==> config.mk <==
export PLATFORM = sky130hd
export DESIGN_NAME = box_child_search
export DESIGN_NICKNAME = d
export VERILOG_FILES = /design/src/rtl/bcs_pkg.sv /design/src/rtl/box_child_search.sv /design/src/rtl/bcs_core.sv
export SDC_FILE = /design/constraint.sdc
export NUM_CORES = 2
export LEC_CHECK = 0
export BUFFER_PORTS_ARGS = -buffer_cell sky130_fd_sc_hd__buf_2
export CORE_AREA = 2 2 320 322
export DETAILED_ROUTE_END_ITERATION = 16
export DIE_AREA = 0 0 322 324
export GPL_ROUTABILITY_DRIVEN = 0
export GPL_TIMING_DRIVEN = 0
export HOLD_SLACK_MARGIN = 0.03
export PLACE_DENSITY_LB_ADDON = 0.15
export SLEW_MARGIN = 20
export SYNTH_ARGS = -nofsm -noshare
export SYNTH_HDL_FRONTEND = slang
export SYNTH_HIERARCHICAL = 1
export SYNTH_SLANG_ARGS = --single-unit
==> constraint.sdc <==
create_clock -name clk -period 19.6 [get_ports clk]
set_clock_uncertainty 0.05 [all_clocks]
set_input_delay 3.92 -clock clk [delete_from_list [all_inputs] [get_ports clk]]
set_output_delay 3.92 -clock clk [all_outputs]
set_load 0.02 [all_outputs]
==> src/rtl/bcs_pkg.sv <==
// shared types and constants of the box child search block
package bcs_pkg;

    // box limit per search and widths that follow from it
    localparam int unsigned MAX_BOXES = 256;
    localparam int unsigned COUNT_W   = $clog2(MAX_BOXES + 1);

    // header lengths in bytes
    localparam int unsigned HDR_SHORT = 8;
    localparam int unsigned HDR_LONG  = 16;

    // configuration register indexes
    localparam int unsigned CFG_IDX_W = 8;
    localparam logic [CFG_IDX_W-1:0] CFG_WANT_TYPE    = 8'd0;
    localparam logic [CFG_IDX_W-1:0] CFG_REGION_START = 8'd1;
    localparam logic [CFG_IDX_W-1:0] CFG_REGION_END   = 8'd2;
    localparam logic [CFG_IDX_W-1:0] CFG_SOURCE_SIZE  = 8'd3;

    // input command codes
    localparam logic CMD_START = 1'b0;
    localparam logic CMD_BYTE  = 1'b1;

    // result status codes
    typedef enum logic [1:0] {
        ST_FOUND     = 2'd0,
        ST_NOT_FOUND = 2'd1,
        ST_MALFORMED = 2'd2
    } status_t;

    // configuration as seen by the search core
    typedef struct packed {
        logic [31:0] want_type;
        logic [63:0] region_start;
        logic [63:0] region_end;
        logic [63:0] source_size;
    } cfg_t;

    // one result from the search core
    typedef struct packed {
        logic        valid;
        status_t     status;
        logic [63:0] payload_start;
        logic [63:0] payload_end;
    } res_t;

endpackage

==> src/rtl/box_child_search.sv <==
// top level of the box child search block: config registers and stream stages
//
// channel   direction  transaction                      payload
// s_*       in         start command or one region byte  tuser command, tdata data_byte
// m_*       out        one search result                 tuser status, tdata payload bounds
// cfg_*     in         one register write                cfg_index, cfg_data
//
// one item per cycle sustained while m_tready is high; an item is registered on entry,
// processed by the search core once the output register is free, and its result,
// if any, lands in the output register
// m_tready low holds the output register; s_tready then stays high until the input
// register also holds an item
// reset clears search state, config and valid flags; writes are accepted every cycle
module box_child_search (
    input  logic                               clk,
    input  logic                               rst_n,
    input  logic                               s_tvalid,
    output logic                               s_tready,
    input  logic [7:0]                         s_tdata,    // data_byte
    input  logic [0:0]                         s_tuser,    // command
    output logic                               m_tvalid,
    input  logic                               m_tready,
    output logic [127:0]                       m_tdata,    // payload_start, payload_end
    output logic [1:0]                         m_tuser,    // status
    input  logic                               cfg_valid,
    output logic                               cfg_ready,
    input  logic [bcs_pkg::CFG_IDX_W-1:0]      cfg_index,
    input  logic [63:0]                        cfg_data
);

    bcs_pkg::cfg_t cfg;
    bcs_pkg::res_t res;

    logic [31:0] want_type_reg;
    logic [63:0] region_start_reg;
    logic [63:0] region_end_reg;
    logic [63:0] source_size_reg;

    // input stage
    logic        in_valid_reg, in_valid_next;
    logic        in_cmd_reg;
    logic [7:0]  in_byte_reg;

    // output stage
    logic             out_valid_reg, out_valid_next;
    bcs_pkg::status_t out_status_reg;
    logic [63:0]      out_ps_reg;
    logic [63:0]      out_pe_reg;

    logic s_fire;
    logic out_free;
    logic proc;

    // config writes are never stalled
    assign cfg_ready = 1'b1;

    always_ff @(posedge clk or negedge rst_n)
    begin
        if (!rst_n)
        begin
            want_type_reg    <= 32'd0;
            region_start_reg <= 64'd0;
            region_end_reg   <= 64'd0;
            source_size_reg  <= 64'd0;
        end
        else if (cfg_valid && cfg_ready)
        begin
            case (cfg_index)
                bcs_pkg::CFG_WANT_TYPE:    want_type_reg    <= cfg_data[31:0];
                bcs_pkg::CFG_REGION_START: region_start_reg <= cfg_data;
                bcs_pkg::CFG_REGION_END:   region_end_reg   <= cfg_data;
                bcs_pkg::CFG_SOURCE_SIZE:  source_size_reg  <= cfg_data;
                default:
                begin
                end
            endcase
        end
    end

    assign cfg.want_type    = want_type_reg;
    assign cfg.region_start = region_start_reg;
    assign cfg.region_end   = region_end_reg;
    assign cfg.source_size  = source_size_reg;

    // the held item moves on when the output register is empty or draining
    assign out_free = !out_valid_reg || m_tready;
    assign proc     = in_valid_reg && out_free;
    assign s_tready = !in_valid_reg || proc;
    assign s_fire   = s_tvalid && s_tready;

    always_comb
    begin
        in_valid_next = in_valid_reg;
        if (s_fire)
        begin
            in_valid_next = 1'b1;
        end
        else if (proc)
        begin
            in_valid_next = 1'b0;
        end
    end

    always_ff @(posedge clk or negedge rst_n)
    begin
        if (!rst_n)
        begin
            in_valid_reg <= 1'b0;
        end
        else
        begin
            in_valid_reg <= in_valid_next;
        end
    end

    always_ff @(posedge clk)
    begin
        if (s_fire)
        begin
            in_cmd_reg  <= s_tuser[0];
            in_byte_reg <= s_tdata;
        end
    end

    bcs_core u_core (
        .clk       (clk),
        .rst_n     (rst_n),
        .fire      (proc),
        .command   (in_cmd_reg),
        .data_byte (in_byte_reg),
        .cfg       (cfg),
        .res       (res)
    );

    // result register, reloaded only when a result comes out
    always_comb
    begin
        out_valid_next = out_valid_reg;
        if (proc && res.valid)
        begin
            out_valid_next = 1'b1;
        end
        else if (m_tready)
        begin
            out_valid_next = 1'b0;
        end
    end

    always_ff @(posedge clk or negedge rst_n)
    begin
        if (!rst_n)
        begin
            out_valid_reg <= 1'b0;
        end
        else
        begin
            out_valid_reg <= out_valid_next;
        end
    end

    always_ff @(posedge clk)
    begin
        if (proc && res.valid)
        begin
            out_status_reg <= res.status;
            out_ps_reg     <= res.payload_start;
            out_pe_reg     <= res.payload_end;
        end
    end

    assign m_tvalid = out_valid_reg;
    assign m_tuser  = out_status_reg;
    assign m_tdata  = {out_pe_reg, out_ps_reg};

endmodule

==> src/rtl/bcs_core.sv <==
// search state and per-item header parsing, judging and skipping
module bcs_core (
    input  logic            clk,
    input  logic            rst_n,
    input  logic            fire,
    input  logic            command,
    input  logic [7:0]      data_byte,
    input  bcs_pkg::cfg_t   cfg,
    output bcs_pkg::res_t   res
);

    typedef enum logic [2:0] {
        PH_IDLE   = 3'b001,
        PH_HEADER = 3'b010,
        PH_SKIP   = 3'b100
    } phase_t;

    phase_t                        phase_reg, phase_next;
    logic [63:0]                   pos_reg, pos_next;
    logic [3:0]                    hidx_reg, hidx_next;
    logic [63:0]                   bsize_reg, bsize_next;
    logic [31:0]                   btype_reg, btype_next;
    logic [63:0]                   skip_reg, skip_next;
    logic [bcs_pkg::COUNT_W-1:0]   count_reg, count_next;

    logic [3:0]  hidx_inc;
    logic [63:0] size_sh;
    logic [31:0] type_sh;
    logic        hl16;
    logic [63:0] hl_ext;
    logic [63:0] room;          // region_end - position
    logic [63:0] srem;          // bytes of source past position
    logic [63:0] jsize;
    logic        end_small;
    logic [63:0] end_lim;       // last offset where a short header still fits
    logic [63:0] adv_size;
    logic [63:0] adv_pos;
    logic        adv_fail;
    logic        start_fail;
    logic        go_begin;
    logic        go_fail;

    // header byte shifting
    assign hidx_inc = hidx_reg + 4'd1;

    always_comb
    begin
        if (hidx_reg < 4'd4)
        begin
            size_sh = {32'd0, bsize_reg[23:0], data_byte};
        end
        else if (hidx_reg < 4'd8)
        begin
            size_sh = bsize_reg;
        end
        else
        begin
            size_sh = {bsize_reg[55:0], data_byte};
        end
    end

    assign type_sh = (hidx_reg >= 4'd4 && hidx_reg < 4'd8) ? {btype_reg[23:0], data_byte}
                                                           : btype_reg;

    // long header is judged when the index wraps
    assign hl16   = (hidx_inc == 4'd0);
    assign hl_ext = hl16 ? 64'(bcs_pkg::HDR_LONG) : 64'(bcs_pkg::HDR_SHORT);

    // bounds taken from the live settings and the current position
    assign room  = cfg.region_end - pos_reg;
    assign srem  = (cfg.source_size > pos_reg) ? (cfg.source_size - pos_reg) : 64'd0;
    assign jsize = (!hl16 && size_sh == 64'd0) ? srem : size_sh;

    // no header fits once the position is past region_end - 8
    assign end_small = (cfg.region_end < 64'(bcs_pkg::HDR_SHORT));
    assign end_lim   = cfg.region_end - 64'(bcs_pkg::HDR_SHORT);

    // advance to the next box
    assign adv_size = (phase_reg == PH_SKIP) ? bsize_reg : jsize;
    assign adv_pos  = pos_reg + adv_size;
    assign adv_fail = end_small || (adv_pos > end_lim)
                   || (count_reg >= bcs_pkg::COUNT_W'(bcs_pkg::MAX_BOXES));

    // start of a search
    assign start_fail = end_small || (cfg.region_start > end_lim);

    always_comb
    begin
        phase_next  = phase_reg;
        pos_next    = pos_reg;
        hidx_next   = hidx_reg;
        bsize_next  = bsize_reg;
        btype_next  = btype_reg;
        skip_next   = skip_reg;
        count_next  = count_reg;
        res         = '0;
        go_begin    = 1'b0;
        go_fail     = 1'b0;

        if (fire)
        begin
            if (command == bcs_pkg::CMD_START)
            begin
                pos_next   = cfg.region_start;
                count_next = '0;
                skip_next  = 64'd0;
                go_begin   = 1'b1;
                go_fail    = start_fail;
            end
            else
            begin
                case (phase_reg)
                    PH_HEADER:
                    begin
                        bsize_next = size_sh;
                        btype_next = type_sh;
                        hidx_next  = hidx_inc;
                        if (hidx_inc == 4'd8 && size_sh == 64'd1)
                        begin
                            // extended size follows
                            bsize_next  = 64'd0;
                        end
                        else if (hidx_inc == 4'd8 || hidx_inc == 4'd0)
                        begin
                            bsize_next  = jsize;
                            if (jsize < hl_ext || jsize > room)
                            begin
                                res.valid  = 1'b1;
                                res.status = bcs_pkg::ST_MALFORMED;
                                phase_next = PH_IDLE;
                            end
                            else if (type_sh == cfg.want_type)
                            begin
                                res.valid         = 1'b1;
                                res.status        = bcs_pkg::ST_FOUND;
                                res.payload_start = pos_reg + hl_ext;
                                res.payload_end   = adv_pos;
                                phase_next        = PH_IDLE;
                            end
                            else if (jsize == hl_ext)
                            begin
                                // empty payload, next box right away
                                pos_next  = adv_pos;
                                go_begin  = 1'b1;
                                go_fail   = adv_fail;
                            end
                            else
                            begin
                                skip_next  = jsize - hl_ext;
                                phase_next = PH_SKIP;
                            end
                        end
                    end
                    PH_SKIP:
                    begin
                        skip_next = skip_reg - 64'd1;
                        if (skip_reg == 64'd1)
                        begin
                            pos_next  = adv_pos;
                            go_begin  = 1'b1;
                            go_fail   = adv_fail;
                        end
                    end
                    default:
                    begin
                    end
                endcase
            end

            if (go_begin)
            begin
                if (go_fail)
                begin
                    res.valid  = 1'b1;
                    res.status = bcs_pkg::ST_NOT_FOUND;
                    phase_next = PH_IDLE;
                end
                else
                begin
                    count_next  = count_next + 1'b1;
                    phase_next  = PH_HEADER;
                    hidx_next   = 4'd0;
                    bsize_next  = 64'd0;
                    btype_next  = 32'd0;
                end
            end
        end
    end

    always_ff @(posedge clk or negedge rst_n)
    begin
        if (!rst_n)
        begin
            phase_reg  <= PH_IDLE;
            pos_reg    <= 64'd0;
            hidx_reg   <= 4'd0;
            bsize_reg  <= 64'd0;
            btype_reg  <= 32'd0;
            skip_reg   <= 64'd0;
            count_reg  <= '0;
        end
        else
        begin
            phase_reg  <= phase_next;
            pos_reg    <= pos_next;
            hidx_reg   <= hidx_next;
            bsize_reg  <= bsize_next;
            btype_reg  <= btype_next;
            skip_reg   <= skip_next;
            count_reg  <= count_next;
        end
    end

endmodule

[Word level (Yosys, flattened, before mapping)]
Index checks and enable logic that the tools add are counted.
Storage, ports and cells
  register bits after elaboration: 605
  input port bits: 86
  output and inout bits: 133
  logic and storage cells: 175
Operators by class
  add/subtract/negate cells: 9
  order comparisons: 10
  eq/ne operators: 20
  multiplexer cells: 81
  bitwise logic cells: 5
  reductions and logical operators: 32
Operator list (count)
  $mux 64: 24
  $mux 131: 6
  $gt 64x64->1: 4
  $pmux 64 s2: 2
  $sub 64x64->64: 3
  $mux 32: 5
  $add 64x64->64: 2
  $eq 64x1->1 const B: 2
  $mux 128: 1
  $eq 64x64->1: 1
  $logic_not 64->1: 1
  $lt 64x4->1 const B: 1
  $lt 64x64->1: 1
  $sub 64x1->64 const B: 1
  $sub 64x4->64 const B: 1
  $mux 9: 4
  $mux 3: 11
  $eq 32x32->1: 1
  $mux 1: 20
  $eq 8x2->1 const B: 2
  $mux 4: 4
  $ne 3x3->1 const B: 5
  $reduce_bool 2->1: 5
  $add 9x1->9 const B: 1
  27 further kinds: 49

[Depth between registers and ports, before layout]
  word-level depth: 24
  depth in mapped cells: 53
  gate-level depth less buffers: 46

[Modules after synthesis]
Netlist, hierarchy kept.
By module, submodules not included
  bcs_core: times used 1, cells each 4999, area each 36511.3 um^2, sequential area each 6007.0 um^2
  box_child_search: times used 1, cells each 630, area each 13486.7 um^2, sequential area each 9829.4 um^2

[Worst setup path before layout]
No wires, ideal clock.
  kind: flip-flop to flip-flop
  start: register u_core.hidx_reg[2]
  end: register out_status_reg[0] (netlist: m_tuser[0]) (enable)
  library setup time: 0.621 ns
  arrival: 14.487 ns
  required time: 18.929 ns
  path slack: 4.442 ns
  stages on the path, launching flop included: 45
  buffers on the path: 8
  period minus slack after synthesis: 15.158 ns
  path through: dfrtp_1 clkbuf_1 nand2b_1 o21ai_0 or3_4 or4_4 nor4_2 and4_4 and3_4 buf_6 buf_2 clkbuf_1 clkbuf_1 buf_1 nand2_1 nand3_1 o21a_1 ha_1 [9 not listed] o311ai_0 a21boi_0 o41ai_1 xnor2_1 ha_1 nand4_1 nor2_1 nand2_1 nor3_1 a41oi_1 a21boi_1 nand4_1 nand2_1 buf_4 buf_4 o21a_1 nand2_1 nor2_1
RTL lines
  start, declared: RTL line bcs_core.sv:20  | logic [3:0] hidx_reg, hidx_next;
  start signal, assigned: RTL line bcs_core.sv:206  | hidx_reg <= hidx_next;
  end signal, assigned: RTL line box_child_search.sv:165  | out_status_reg <= res.status;
  end, declared: RTL line box_child_search.sv:46  | bcs_pkg::status_t out_status_reg;

==> flow_summary_export.csv <==
group,metric,value,unit
die,num_rows,117,
clocking,cts-root-buf,"clkbuf_16",
finish,syn_to_final_growth,11.3,%
yosys,ys_top_cells_by_count,"559 x nor2_1, 465 x dfrtp_1, 456 x nand2_1",
grt,grt_pass1_wl,295000,um
yosys,synth_xor_xnor_area_share,0.0625,
timing,finalCritPeriodShare,0.954,
yosys,ys_seq_area_frac,0.317,
grt,grt_usage,0.383,
routing,dr.pass1.iters,12,
yosys,ys_warn_count,6,
timing,worst_pin_slew,1.35,ns
timing,maxSlewHeadroom,0.0961,
routing,wire_per_inst,28.2,um
yosys,yosysMostFrequentCell,"nor2_1",
timing,fin_setup_tns,0,ns
setup_path,cp_data_required_time,19.98,ns
clocking,holdBufCountCts,0,
setup_path,worstSetupStartpointType,"register",
yosys,synth_area_leaders,"dfrtp_1 23%, ha_1 9.8%, edfxtp_1 8.3%",
setup_path,slowest_stage,"nor4_1",
place,place_hpwl,160000,um
clocking,cts_buffer_depth,3,
clocking,clk_pin_slew,0.06,ns
yosys,synth.distinct_cells,118,
yosys,synth_simple_gate_area_frac,0.182,
yosys,synth_top_family_by_area,"compound AO/OA/AOI/OAI gates",
yosys,syn_inst,5629,
yosys,synth_enable_flop_cells,139,
timing,max_freq,53.5,MHz
setup_path,crit_path_frequent_cell,"nand2_1",
timing,maxSlewViolCount,0,
timing,whs,0.457,ns
job,drv_cap,0,
outcome,status,"complete, no violations",
pwr,ir_drop,74.9,uV
die,dieArea,104000,sq um
yosys,yosysTopAreaCellShare,0.233,
yosys,synth-compound-area-share,0.194,
yosys,avgSynthCellArea,8.88,sq um
die,start_util,0.495,
yosys,synthFlopType,"dfrtp_1",
setup_path,worst_ep_arrival_time,19.07,ns
routing,ant_nets,0,
worst_hold_path,hold_class,"register to register",
place,portBuffers,217,
timing,hold_viol_final,0,
clocking,h-tree-depth,3,
grt,grt_pass1_vias,44200,
yosys,synthAdderAreaFrac,0.100,
routing,post-route-drc-count,0,
setup_path,cp_max_fo,27,
timing,post-route-min-period,18.69,ns
routing,routed_via_density,6.59,
finish,finalInstanceArea,55700,sq um
setup_path,slowest_delay,0.90,ns
yosys,muxShareOfSynthArea,0.0959,
yosys,async_reset_ff_frac,0.770,
pwr,powerDensity,157,nW/um^2
yosys,synth_area,50000,sq um
finish,fin_nets,6418,
routing,drt-initial-drc-count,7052,
place,placed_cell_area,53100,sq um
die,io_pins,219,
clocking,cts_tree,"done",
clocking,postCtsSetupBuffers,0,
routing,wl,206000,um
die,dieWidth,322,um
die,die_h,324,um
clocking,cts_buffers,75,
die,coreArea,101000,sq um
yosys,syn_nets,6111,
yosys,synth.largest_area_cell,"dfrtp_1",
clocking,worst_skew_pair.late_latency,0.68,ns
setup_path,critPathKind,"register to register",
grt,grt_max_degree,92,
finish,drive_above_1_share,0.129,
setup_path,end_kind,"register",
yosys,synth-seq-cells,605,
grt,gr-total-overflow,0,
pwr,leakagePower,25.9,nW
timing,rsz0062_at_grt,"false",
finish,fin_util,0.551,
clocking,cts_num_sinks,605,
clocking,ctsResizeCount,0,
timing,setup_viol,0,
routing,detailroute.via_count,48200,
grt,antenna_found_initial,11,
==> routing by layer <==
layer | track usage | up-vias | share of wire
met2 | 0.518 | 3255 | 0.39
met3 | 0.155 | 713 | 0.14
met5 | 0.0144 | - | 0.0019
li1 | - | 21200 | -
met4 | 0.227 | 10 | 0.069
met1 | 0.506 | 23000 | 0.40
==> layout by cell type, fill, tap and decap left out, drive strengths merged, types with 139 or more instances in the layout <==
cell,count
buf,336
a21o,168
ha,391
edfxtp,139
mux2i,153
a21oi,393
mux2,230
clkbuf,267
o21ai,275
nor3,150
dfrtp,465
nand3,150
inv,257
xnor2,278
nor2,559
nand2,457
==> final timing paths <==
path | end | cells past startpoint | slack, ns | start
worst max-delay path | out_pe_reg[30]$_DFFE_PP_ | 51 | 0.91 | u_core/pos_reg[19]$_DFFE_PN0P_
worst min-delay path | source_size_reg[0]$_DFFE_PN0P_ | 1 | 0.46 | source_size_reg[0]$_DFFE_PN0P_
worst max register to register | out_pe_reg[30]$_DFFE_PP_ | 51 | 0.91 | u_core/pos_reg[19]$_DFFE_PN0P_
worst min register to register | source_size_reg[0]$_DFFE_PN0P_ | 1 | 0.46 | source_size_reg[0]$_DFFE_PN0P_
max in group asynchronous | region_start_reg[56]$_DFFE_PN0P_ | 4 | 14.65 | rst_n
min in group asynchronous | u_core/pos_reg[26]$_DFFE_PN0P_ | 1 | 3.15 | rst_n
==> stage by stage <==
step,setup WS [ns],std cells,total power (W)
floorplan,4.44,5629,0.00523
global route,0.960,7308,0.00913
detailed placement,2.05,7168,0.00695
finish,0.906,7315,0.00873
CTS,2.00,7308,0.00846
global placement,-5.02,7155,0.00686
==> final cells by class <==
| cell class | count | area, sq um |
|---|---|---|
| fillers | 9410 | 45300 |
| flip-flops and latches | 605 | 15800 |
| well taps | 1309 | 1640 |
| repair buffers | 230 | 1380 |
| clock buffers | 95 | 2070 |
| clock inverters | 45 | 492 |
| multi-input cells | 4490 | 31800 |
| diodes | 7 | 17.5 |
| inverters | 256 | 961 |
| plain buffers | 278 | 1470 |
==> cells by family (layout without fill, tap and decap cells) <==
kind of cell / Yosys count / in the layout
simple gates: 1878 / 1878
mux: 383 / 383
xor+xnor: 357 / 357
fa+ha+maj: 397 / 397
other cells: 1 / 8
buf+inv: 534 / 904
flops: 605 / 605
compound gates: 1474 / 1474
==> power by group <==
group / switching [W] / internal (W) / total (W)
registers: 0.000249 / 0.00150 / 0.00174
logic: 0.00367 / 0.00184 / 0.00551
clock network: 0.000621 / 0.000858 / 0.00148
total: 0.00454 / 0.00419 / 0.00873
==> critical path, delay by kind of cell (launching register included) <==
family                   cells  cell delay, ns
adder cells (fa/ha/maj)      3            0.95
buffers and inverters       12            4.33
AO/OA/AOI/OAI               18            6.55
flip-flops                   1            0.48
AND/OR/NAND/NOR             17            5.73
XOR/XNOR                     1            0.22
Note: power is estimated with default switching activity, not from simulation.
